[config.mk]
export PLATFORM = sky130hd
export DESIGN_NAME = pfpp_controller
export DESIGN_NICKNAME = d
export VERILOG_FILES = /design/src/design/pfpp_pkg.sv /design/src/design/pfpp_controller.sv
export SDC_FILE = /design/constraint.sdc
export NUM_CORES = 1
export LEC_CHECK = 0
export ABC_AREA = 0
export BUFFER_PORTS_ARGS = -buffer_cell sky130_fd_sc_hd__buf_2
export CAP_MARGIN = 10
export CORE_AREA = 2 2 39 41
export DETAILED_ROUTE_END_ITERATION = 16
export DIE_AREA = 0 0 41 43
export PLACE_DENSITY_LB_ADDON = 0.3
export SETUP_SLACK_MARGIN = 0.02
export SLEW_MARGIN = 20
export SYNTH_ARGS = -nofsm -noshare
export SYNTH_HDL_FRONTEND = slang
export SYNTH_SLANG_ARGS = --single-unit
[constraint.sdc]
create_clock -name clk_i -period 2 [get_ports clk_i]
set_clock_uncertainty 0.05 [all_clocks]
set_input_delay 0.4 -clock clk_i [delete_from_list [all_inputs] [get_ports clk_i]]
set_output_delay 0.4 -clock clk_i [all_outputs]
set_load 0.01 [all_outputs]
[src/design/pfpp_pkg.sv]
// ----------------------------------------------------------------------------
// Page framebuffer pixel plotter package
// Shared operation and color codes, plus the command and status structs that
// link the controller and the datapath.
// ----------------------------------------------------------------------------
package pfpp_pkg;

  typedef enum logic [1:0] {
    OP_PIXEL  = 2'd0,
    OP_BITMAP = 2'd1,
    OP_READ   = 2'd2,
    OP_NONE   = 2'd3
  } op_e;

  localparam logic [1:0] ColorBlack   = 2'd0;
  localparam logic [1:0] ColorWhite   = 2'd1;
  localparam logic [1:0] ColorInverse = 2'd2;
  localparam logic [1:0] ColorNone    = 2'd3;

  localparam logic [2:0] LastBit = 3'd7;

  typedef struct packed {
    logic clr_we;
    logic start;
    logic calc;
    logic rd_en;
    logic wr_en;
    logic step_inc;
    logic out_load;
  } ctrl_cmd_t;

  typedef struct packed {
    logic clr_last;
    logic hit;
    logic last;
    logic is_read;
    logic out_busy;
  } ctrl_sts_t;

endpackage

[src/design/pfpp_controller.sv]
// ----------------------------------------------------------------------------
// Page framebuffer pixel plotter controller
// Sequences the clearing pass, operand capture, per-pixel read-modify-write
// and result hand-off.
// ----------------------------------------------------------------------------
module pfpp_controller (
  input  logic                clk_i,
  input  logic                rst_ni,
  input  logic                in_valid_i,
  input  logic [1:0]          in_op_i,
  output logic                in_ready_o,
  input  pfpp_pkg::ctrl_sts_t sts_i,
  output pfpp_pkg::ctrl_cmd_t cmd_o
);
  import pfpp_pkg::*;

  typedef enum logic [5:0] {
    S_CLEAR = 6'b000001,
    S_IDLE  = 6'b000010,
    S_CALC  = 6'b000100,
    S_RD    = 6'b001000,
    S_WR    = 6'b010000,
    S_DONE  = 6'b100000
  } state_e;

  state_e state_q, state_d;

  always_comb begin
    state_d    = state_q;
    cmd_o      = '0;
    in_ready_o = 1'b0;
    unique case (state_q)
      S_CLEAR: begin
        cmd_o.clr_we = 1'b1;
        if (sts_i.clr_last) begin
          state_d = S_IDLE;
        end
      end
      S_IDLE: begin
        in_ready_o = 1'b1;
        if (in_valid_i) begin
          cmd_o.start = 1'b1;
          unique case (op_e'(in_op_i))
            OP_PIXEL, OP_BITMAP: state_d = S_CALC;
            OP_READ:             state_d = S_RD;
            default:             state_d = S_DONE;
          endcase
        end
      end
      S_CALC: begin
        cmd_o.calc = 1'b1;
        state_d    = S_RD;
      end
      S_RD: begin
        if (sts_i.is_read) begin
          cmd_o.rd_en = 1'b1;
          state_d     = S_DONE;
        end else if (sts_i.hit) begin
          cmd_o.rd_en = 1'b1;
          state_d     = S_WR;
        end else if (sts_i.last) begin
          state_d = S_DONE;
        end else begin
          cmd_o.step_inc = 1'b1;
          state_d        = S_CALC;
        end
      end
      S_WR: begin
        cmd_o.wr_en = 1'b1;
        if (sts_i.last) begin
          state_d = S_DONE;
        end else begin
          cmd_o.step_inc = 1'b1;
          state_d        = S_CALC;
        end
      end
      S_DONE: begin
        if (!sts_i.out_busy) begin
          cmd_o.out_load = 1'b1;
          state_d        = S_IDLE;
        end
      end
      default: begin
        state_d = S_IDLE;
      end
    endcase
  end

  always_ff @(posedge clk_i or negedge rst_ni) begin
    if (!rst_ni) begin
      state_q <= S_CLEAR;
    end else begin
      state_q <= state_d;
    end
  end

endmodule
## Word-level counts from Yosys, hierarchy flattened

Cells that the tools add are included.

| operators by class | value |
|---|---|
| reductions and logical operators | 3 |
| muxes and demuxes | 23 |
| eq/ne operators | 11 |

Operators with widths:

| operator | count |
|---|---|
| 6-bit 2-to-1 mux | 6 |
| 6-bit case mux with 6 select lines | 1 |
| 1-bit 2-to-1 mux | 14 |
| 6-bit case mux with 2 select lines | 1 |
| 6-bit by 1-bit == test with 1-bit output (second input constant) | 1 |
| 6-bit by 2-bit == test with 1-bit output (second input constant) | 1 |
| 6-bit by 3-bit == test with 1-bit output (second input constant) | 1 |
| 6-bit by 4-bit == test with 1-bit output (second input constant) | 1 |
| 6-bit by 5-bit == test with 1-bit output (second input constant) | 1 |
| 6-bit == test (second input constant) | 1 |
| 2-bit inequality test (second input constant) | 3 |
| 3-bit AND reduction | 1 |
| 2-bit by 1-bit == test with 1-bit output (second input constant) | 1 |
| 2-bit == test (second input constant) | 1 |
| 2-bit logical NOT | 1 |
| 1-bit case mux with 2 select lines | 1 |
| 2-bit OR reduction | 1 |

| storage, ports and cells | value |
|---|---|
| logic and storage cells | 38 |
| input port bits | 10 |
| output and inout port bits | 8 |
| flip-flop bits (word level) | 6 |

## Longest topological paths before layout

Gate-level depths: netlist of run 1.

| logic depth | value |
|---|---|
| word-level depth | 5 |
| gate-level depth with buffers | 6 |
| gate-level depth less buffers | 6 |

## Least setup slack after synthesis of run 1

OpenSTA, ideal clock, no wires.

| timing | value |
|---|---|
| path kind | reg2out |
| start | register state_q[5] |
| end | output port cmd_o[5] in the netlist's numbering |
| setup slack | 0.357 ns |
| cell stages (with the launch flop) | 5 |
| data arrival time | 1.193 ns |
| required time | 1.550 ns |
| path buffers | 0 |
| path through | dfrtp_1 nor4_2 nand3b_1 inv_1 and2_1 |

RTL lines:

| what | line | text |
|---|---|---|
| start: declaration | pfpp_controller.sv:26 | `state_e state_q, state_d;` |
| start signal: assignment | pfpp_controller.sv:93 | `state_q <= state_d;` |
| end: declaration | pfpp_controller.sv:13 | `output pfpp_pkg::ctrl_cmd_t cmd_o` |

==> reports/qor.yml, run 1 <==
clocking:
  worstSkewPairLatency_ns: 0.24
  cts_tree: "done"
  cts-root-buf: "clkbuf_4"
  clk_pin_slew_ns: 0.04
  cts_max_path_buffers: 2
  cts_buffers: 3
  cts_num_sinks: 6
  cts_max_level: 1
power_and_ir_drop:
  pwr-share-comb_pct: 62.5
  power_density_mw_per_mm2: 1580
  swShare_pct: 38.9
  power_leakage_uw: 0.000306
  p_int_uw: 590
  clock_power_share_pct: 12.0
  p_sw_uw: 376
  ir_worst_vdd_mv: 0.596
  p_seq_share_pct: 25.5
route:
  wl_um: 1030
  drc: 0
  drt-initial-drc-count: 2
  viasPerCell: 4.96
  first_pass_iters: 3
  ant_nets: 0
  route.vias.total: 422
  wl_per_cell_um: 12.1
timing:
  worst_slew_pin_slew_ns: 0.373
  min_period_ns: 1.94
  setup_slack_ns: 0.0600
  slew_violations: 0
  max_slew_margin_pct: 74.8
  period_share_pct: 97.0
  setup_viol: 0
  fmax_mhz: 515
  finalHoldViolations: 0
  setup_tns_ns: 0
  rsz0062_at_grt: "true"
placed_design:
  gp_congestion: 0.672
  dp_hpwl_um: 745
  port_buffers: 17
  post-place-ws_ns: 0.194
synth:
  ys_seq_elements: 6
  yosys_warnings: 0
  syn_area_per_cell_um2: 9.03
  yosysSeqAreaShare_pct: 39.9
  synthXorXnorAreaFrac_pct: 0
  synth_fa_ha_area_share_pct: 0
  yosysUniqueCellTypes: 23
  syn_inst: 42
  synth_compound_area_share_pct: 17.2
  synth_top_family_by_area: "simple AND/OR/NAND/NOR gates"
  synth_fp_nets: 52
  muxShareOfSynthArea_pct: 0
  synthSimpleGateAreaFrac_pct: 39.9
  syn_area_um2: 379
cells_and_area:
  regMostFlops: "state_q"
  syn2layout_area_growth_pct: 61.7
  drive_gt1_share_pct: 55.1
  finalNetCount: 80
  largestRegisters: "state_q: 6 flops"
  num_antenna_cells: 0
  largest_reg_flops: 6
grt:
  antenna_found_initial: 0
  grt_util_all_layers_pct: 12.0
  grt_first_pass_wirelength_um: 1420
  grt_overflow_total: 0
  grt_max_degree: 7
  grt_pass1_vias: 379
setup_path:
  cp.required_ns: 1.55
  r2r-start: "state_q[3]"
  end_kind: "output port"
  startpoint: "state_q[3]"
  crit_fanout: 4
  critical_path_class: "register to output port"
  crit_path_start_kind: "register"
  reg2reg_depth: 6
  cp-endpoint: "cmd_o[1]"
  timing.reg2reg.setup_slack_ns: 0.25
  reg2reg_to: "state_q[1]"
  cp.arrival_ns: 1.49
floorplanning:
  die_area_mm2: 0.00176
  dieWidth_um: 41
  ios: 18
  core_mm2: 0.00138
  start_util_pct: 27.4
  die_y_um: 43
  row_count: 14
min_path:
  hp-class: "input pin to register"
flow_run:
  max-cap-violations: 0
status:
  status: "complete, no violations"
layer usage:
metal / track usage (%) / up-vias / wire [um]
li1: - / 209 / -
met2: 18.4 / 7 / 555
met4: 10.0 / 0 / 10
met1: 13.8 / 204 / 424
met5: 0 / - / 0
met3: 1.57 / 2 / 37
cells by family after synthesis:
| family | Yosys count |
|---|---|
| AOI/OAI and AO/OA | 8 |
| and+or+nand+nor | 25 |
| buffers and inverters | 3 |
| DFF | 6 |
synthesized netlist by cell type:
cell | instances | share of area (%)
nand2_1 | 2 | 2.0
dfstp_2 | 1 | 6.9
nand3_1 | 1 | 1.3
nor2_1 | 8 | 7.9
o41ai_2 | 1 | 4.3
nor4_2 | 1 | 3.3
o21ai_1 | 1 | 1.3
o221a_1 | 1 | 3.0
and3b_1 | 1 | 2.3
a32o_1 | 1 | 2.6
o21a_1 | 1 | 2.0
a21oi_1 | 2 | 2.6
inv_1 | 3 | 3.0
o21ai_0 | 1 | 1.3
dfrtp_1 | 5 | 33
nor2b_1 | 1 | 1.7
nor4_1 | 2 | 3.3
nand4b_1 | 1 | 2.3
nor3b_1 | 1 | 2.0
and2_1 | 2 | 3.3
nand3b_1 | 3 | 5.9
and3_2 | 1 | 2.0
and3b_2 | 1 | 2.6
worst max-delay path: stages (launching register included):
cell	delay, ns
dfrtp_2	0.44
nor4_4	0.33
nand3b_1	0.18
a21oi_2	0.16
buf_2	0.14
power by group through the flow:
stage               Combinational, uW  Clock (uW)  Sequential (uW)
floorplan                         291           0              197
global placement                  400           0              206
detailed placement                396           0              206
CTS                               447         123              212
global route                      658         130              254
finish                            604         116              247
placed cells by master (no fill, tap or decap):
master         instances
buf_2                 16
nor2_1                 8
buf_4                  5
nor4_4                 3
nand3b_1               3
clkbuf_4               3
dfrtp_2                3
inv_1                  2
nand2_1                2
dfrtp_1                2
and3b_2                1
inv_2                  1
nor2b_1                1
nand3_1                1
a21oi_2                1
and3_2                 1
and2_4                 1
nor3b_1                1
nand4b_1               1
o221a_1                1
o21a_1                 1
and2_1                 1
o41ai_2                1
and3b_1                1
o21ai_0                1
a32o_1                 1
a21oi_1                1
o21ai_1                1
clkbuf_1               1
dlygate4sd3_1          1
buf_6                  1
dfstp_2                1
how the worst min path moves through the flow:
stage	startpoint	cells past startpoint	to
global placement	rst_ni	1	state_q[1]
finish	sts_i[4]	2	state_q[0]
detailed placement	rst_ni	1	state_q[1]
global route	sts_i[4]	2	state_q[0]
CTS	sts_i[4]	2	state_q[0]
floorplan	rst_ni	0	state_q[1]
stage by stage:
stage	cells	util, %	power (uW)	area [um^2]	hold slack, ns
after floorplan	42	-	488	379	0.0544
after global placement	75	35.0	606	484	0.175
after detailed placement	75	35.0	603	484	0.178
after CTS	81	39.1	782	541	0.260
after global routing	85	44.3	1040	613	0.261
final	85	44.3	966	613	0.267
final cells by class:
cell class / instances / area (um^2)
flip-flops and latches: 6 / 155
clock buffers: 4 / 26.3
fillers: 143 / 771
inverters: 3 / 11.3
repair buffers: 23 / 139
well taps: 16 / 20.0
multi-input cells: 33 / 262
repair_timing:
item	CTS	global route
hold endpoints to repair	5	0
pin swaps	1	3
endpoints found under the setup margin	4	4
buffers inserted	1	4
hold buffers	1	0
gates resized for setup	3	10
No activity file was read; power rests on OpenSTA's default activity.
==> run 2, diff against run 1 <==
--- a/config.mk
+++ b/config.mk
@@ -11,7 +11,7 @@
 export CORE_AREA = 2 2 39 41
 export DETAILED_ROUTE_END_ITERATION = 16
 export DIE_AREA = 0 0 41 43
-export PLACE_DENSITY_LB_ADDON = 0.3
+export PLACE_DENSITY = 0.63
 export SETUP_SLACK_MARGIN = 0.02
 export SLEW_MARGIN = 20
 export SYNTH_ARGS = -nofsm -noshare
==> reports/qor.yml, run 2 (synthesis gave the netlist of run 1 again) <==
status:
  status: "complete, no violations"
floorplanning:
  row_count: 14  # unchanged
  core_mm2: 0.00138  # unchanged
  die_area_mm2: 0.00176  # unchanged
  ios: 18  # unchanged
  dieWidth_um: 41  # unchanged
  die_y_um: 43  # unchanged
  start_util_pct: 27.4  # unchanged
setup_path:
  slowest_delay_ns: 0.44  # about the same
  reg2reg_to: "state_q[1]"
  end_kind: "output port"
  reg2reg_depth: 6  # unchanged
  crit_path_start_kind: "register"
  slowest_stage: "dfrtp_2"
  cp.arrival_ns: 1.48  # about the same
  crit_fanout: 4  # unchanged
  cp_cell_sequence: "nor4_4 > nand3b_1 > a21oi_2 > buf_2"
  timing.reg2reg.setup_slack_ns: 0.24  # about the same
  critical_path_class: "register to output port"
  r2r-start: "state_q[3]"
  cp.required_ns: 1.55  # about the same
cells_and_area:
  drive_gt1_share_pct: 56.5  # +1.4 points
  regMostFlops: "state_q"
  stdcell_count: 85  # unchanged
  largestRegisters: "state_q: 6 flops"
  final_area_um2: 621  # +1.2%
  largest_reg_flops: 6  # unchanged
  final_cell_mix: "buf_2, nor2_1, buf_4"
  syn2layout_area_growth_pct: 63.7
  fin_util_pct: 44.8  # +0.54 points
  final_common_cell: "buf_2"
  num_antenna_cells: 0  # unchanged
  finalNetCount: 80  # unchanged
power_and_ir_drop:
  swShare_pct: 37.5  # -1.5 points
  pwr-share-comb_pct: 64.1  # +1.6 points
  clock_power_share_pct: 11.5  # -0.5 points
  p_sw_uw: 384  # +1.9%
  p_int_uw: 640  # +8.5%
  ir_worst_vdd_mv: 0.528  # -11%
  p_seq_share_pct: 24.4  # -1.1 points
  power_leakage_uw: 0.000307  # +0.19%
  power_density_mw_per_mm2: 1650  # +4.6%
flow_run:
  max-cap-violations: 0  # unchanged
route:
  wl_um: 996  # -3.1%
  drt-initial-drc-count: 7  # +5
  route.vias.total: 419  # -0.71%
  drc: 0  # unchanged
  wl_per_cell_um: 11.7  # -3.1%
  first_pass_iters: 4  # +1
  ant_nets: 0  # unchanged
  viasPerCell: 4.93  # -0.71%
grt:
  antenna_found_initial: 0  # unchanged
  grt_first_pass_wirelength_um: 1480  # +3.9%
  grt_overflow_total: 0  # unchanged
  grt_pass1_vias: 370  # -2.4%
  grt_max_degree: 7  # unchanged
  grt_util_all_layers_pct: 12.0  # +0.012 points
timing:
  worst_slew_pin_slew_ns: 0.403  # +0.0293 ns
  fmax_mhz: 519  # +0.70%
  setup_viol: 0  # unchanged
  finalHoldViolations: 0  # unchanged
  slew_violations: 0  # unchanged
  setup_tns_ns: 0  # unchanged
  min_period_ns: 1.93  # -0.0135 ns
  rsz0062_at_grt: "true"
  period_share_pct: 96.3  # -0.67 points
  max_slew_margin_pct: 72.9  # -2.0 points
min_path:
  hold_end: "state_q[0]"
  hp-class: "input pin to register"
  hp-start: "sts_i[4]"
  whs_path_depth: 2  # unchanged
clocking:
  clk_pin_slew_ns: 0.05  # about the same
  cts_buffers: 3  # unchanged
  worstSkewPairLatency_ns: 0.24  # about the same
  cts_num_sinks: 6  # unchanged
  cts_tree: "done"
  cts_max_level: 1  # unchanged
  cts_max_path_buffers: 2  # unchanged
  cts-root-buf: "clkbuf_4"
placed_design:
  dpl_cell_area_um2: 484  # unchanged
  place_inst: 75  # unchanged
  port_buffers: 17  # unchanged
  dp_hpwl_um: 745  # about the same
  gp_congestion: 0.721  # +7.2%
==> run 2: worst max-delay path by stage <==
stage / startpoint / end / slack (ns) / depth (start not counted)
floorplan: state_q[5] / cmd_o[5] / 0.36 / 4
global placement: state_q[1] / cmd_o[1] / 0.18 / 4
detailed placement: state_q[1] / cmd_o[1] / 0.19 / 4
CTS: state_q[1] / cmd_o[1] / 0.03 / 4
global route: state_q[1] / cmd_o[1] / -0.03 / 4
finish: state_q[3] / cmd_o[1] / 0.07 / 4
==> run 2: repair_timing <==
action,in CTS,in global routing
hold buffers,1,0
endpoints found under the hold margin,5,0
pin swaps,1,6
buffers inserted,1,4
gates resized for setup,3,11
setup endpoints to repair,4,5
==> run 2: metrics by stage <==
stage / setup slack, ns / hold WS [ns] / total power (uW)
after global placement: 0.183 / 0.175 / 599
after global routing: -0.0283 / 0.254 / 1110
final: 0.0735 / 0.261 / 1020
after CTS: 0.0311 / 0.256 / 789
after floorplan: 0.357 / 0.0544 / 488
after detailed placement: 0.186 / 0.183 / 604
==> run 2: area by class of cell <==
cell class	count	area [um^2]
flip-flops and latches	6	156
clock buffers	4	26.3
inverters	3	11.3
repair buffers	23	145
well taps	16	20.0
multi-input cells	33	262
fillers	142	763
==> run 2: metal layers <==
metal,vias to the layer above,share of wire (%),GRT usage (%)
met1,201,40,14.9
met2,8,55,19.4
met3,0,4.4,1.57
met4,0,0,6.00
li1,210,-,-
met5,-,0,0
==> run 2: worst max-delay path, delay by kind of cell, from the launching register on <==
kind / cells / cell delay, ns
flip-flops: 1 / 0.44
AO/OA/AOI/OAI: 1 / 0.18
AND/OR/NAND/NOR: 2 / 0.46
buffers and inverters: 1 / 0.15
==> run 2: power by group through the flow <==
stage	clock network (uW)	registers, uW	logic, uW
2_1_floorplan	0	197	291
3_3_place_gp	0	206	393
3_5_place_dp	0	206	398
4_1_cts	126	211	451
5_1_grt	134	257	714
6_report	118	249	656
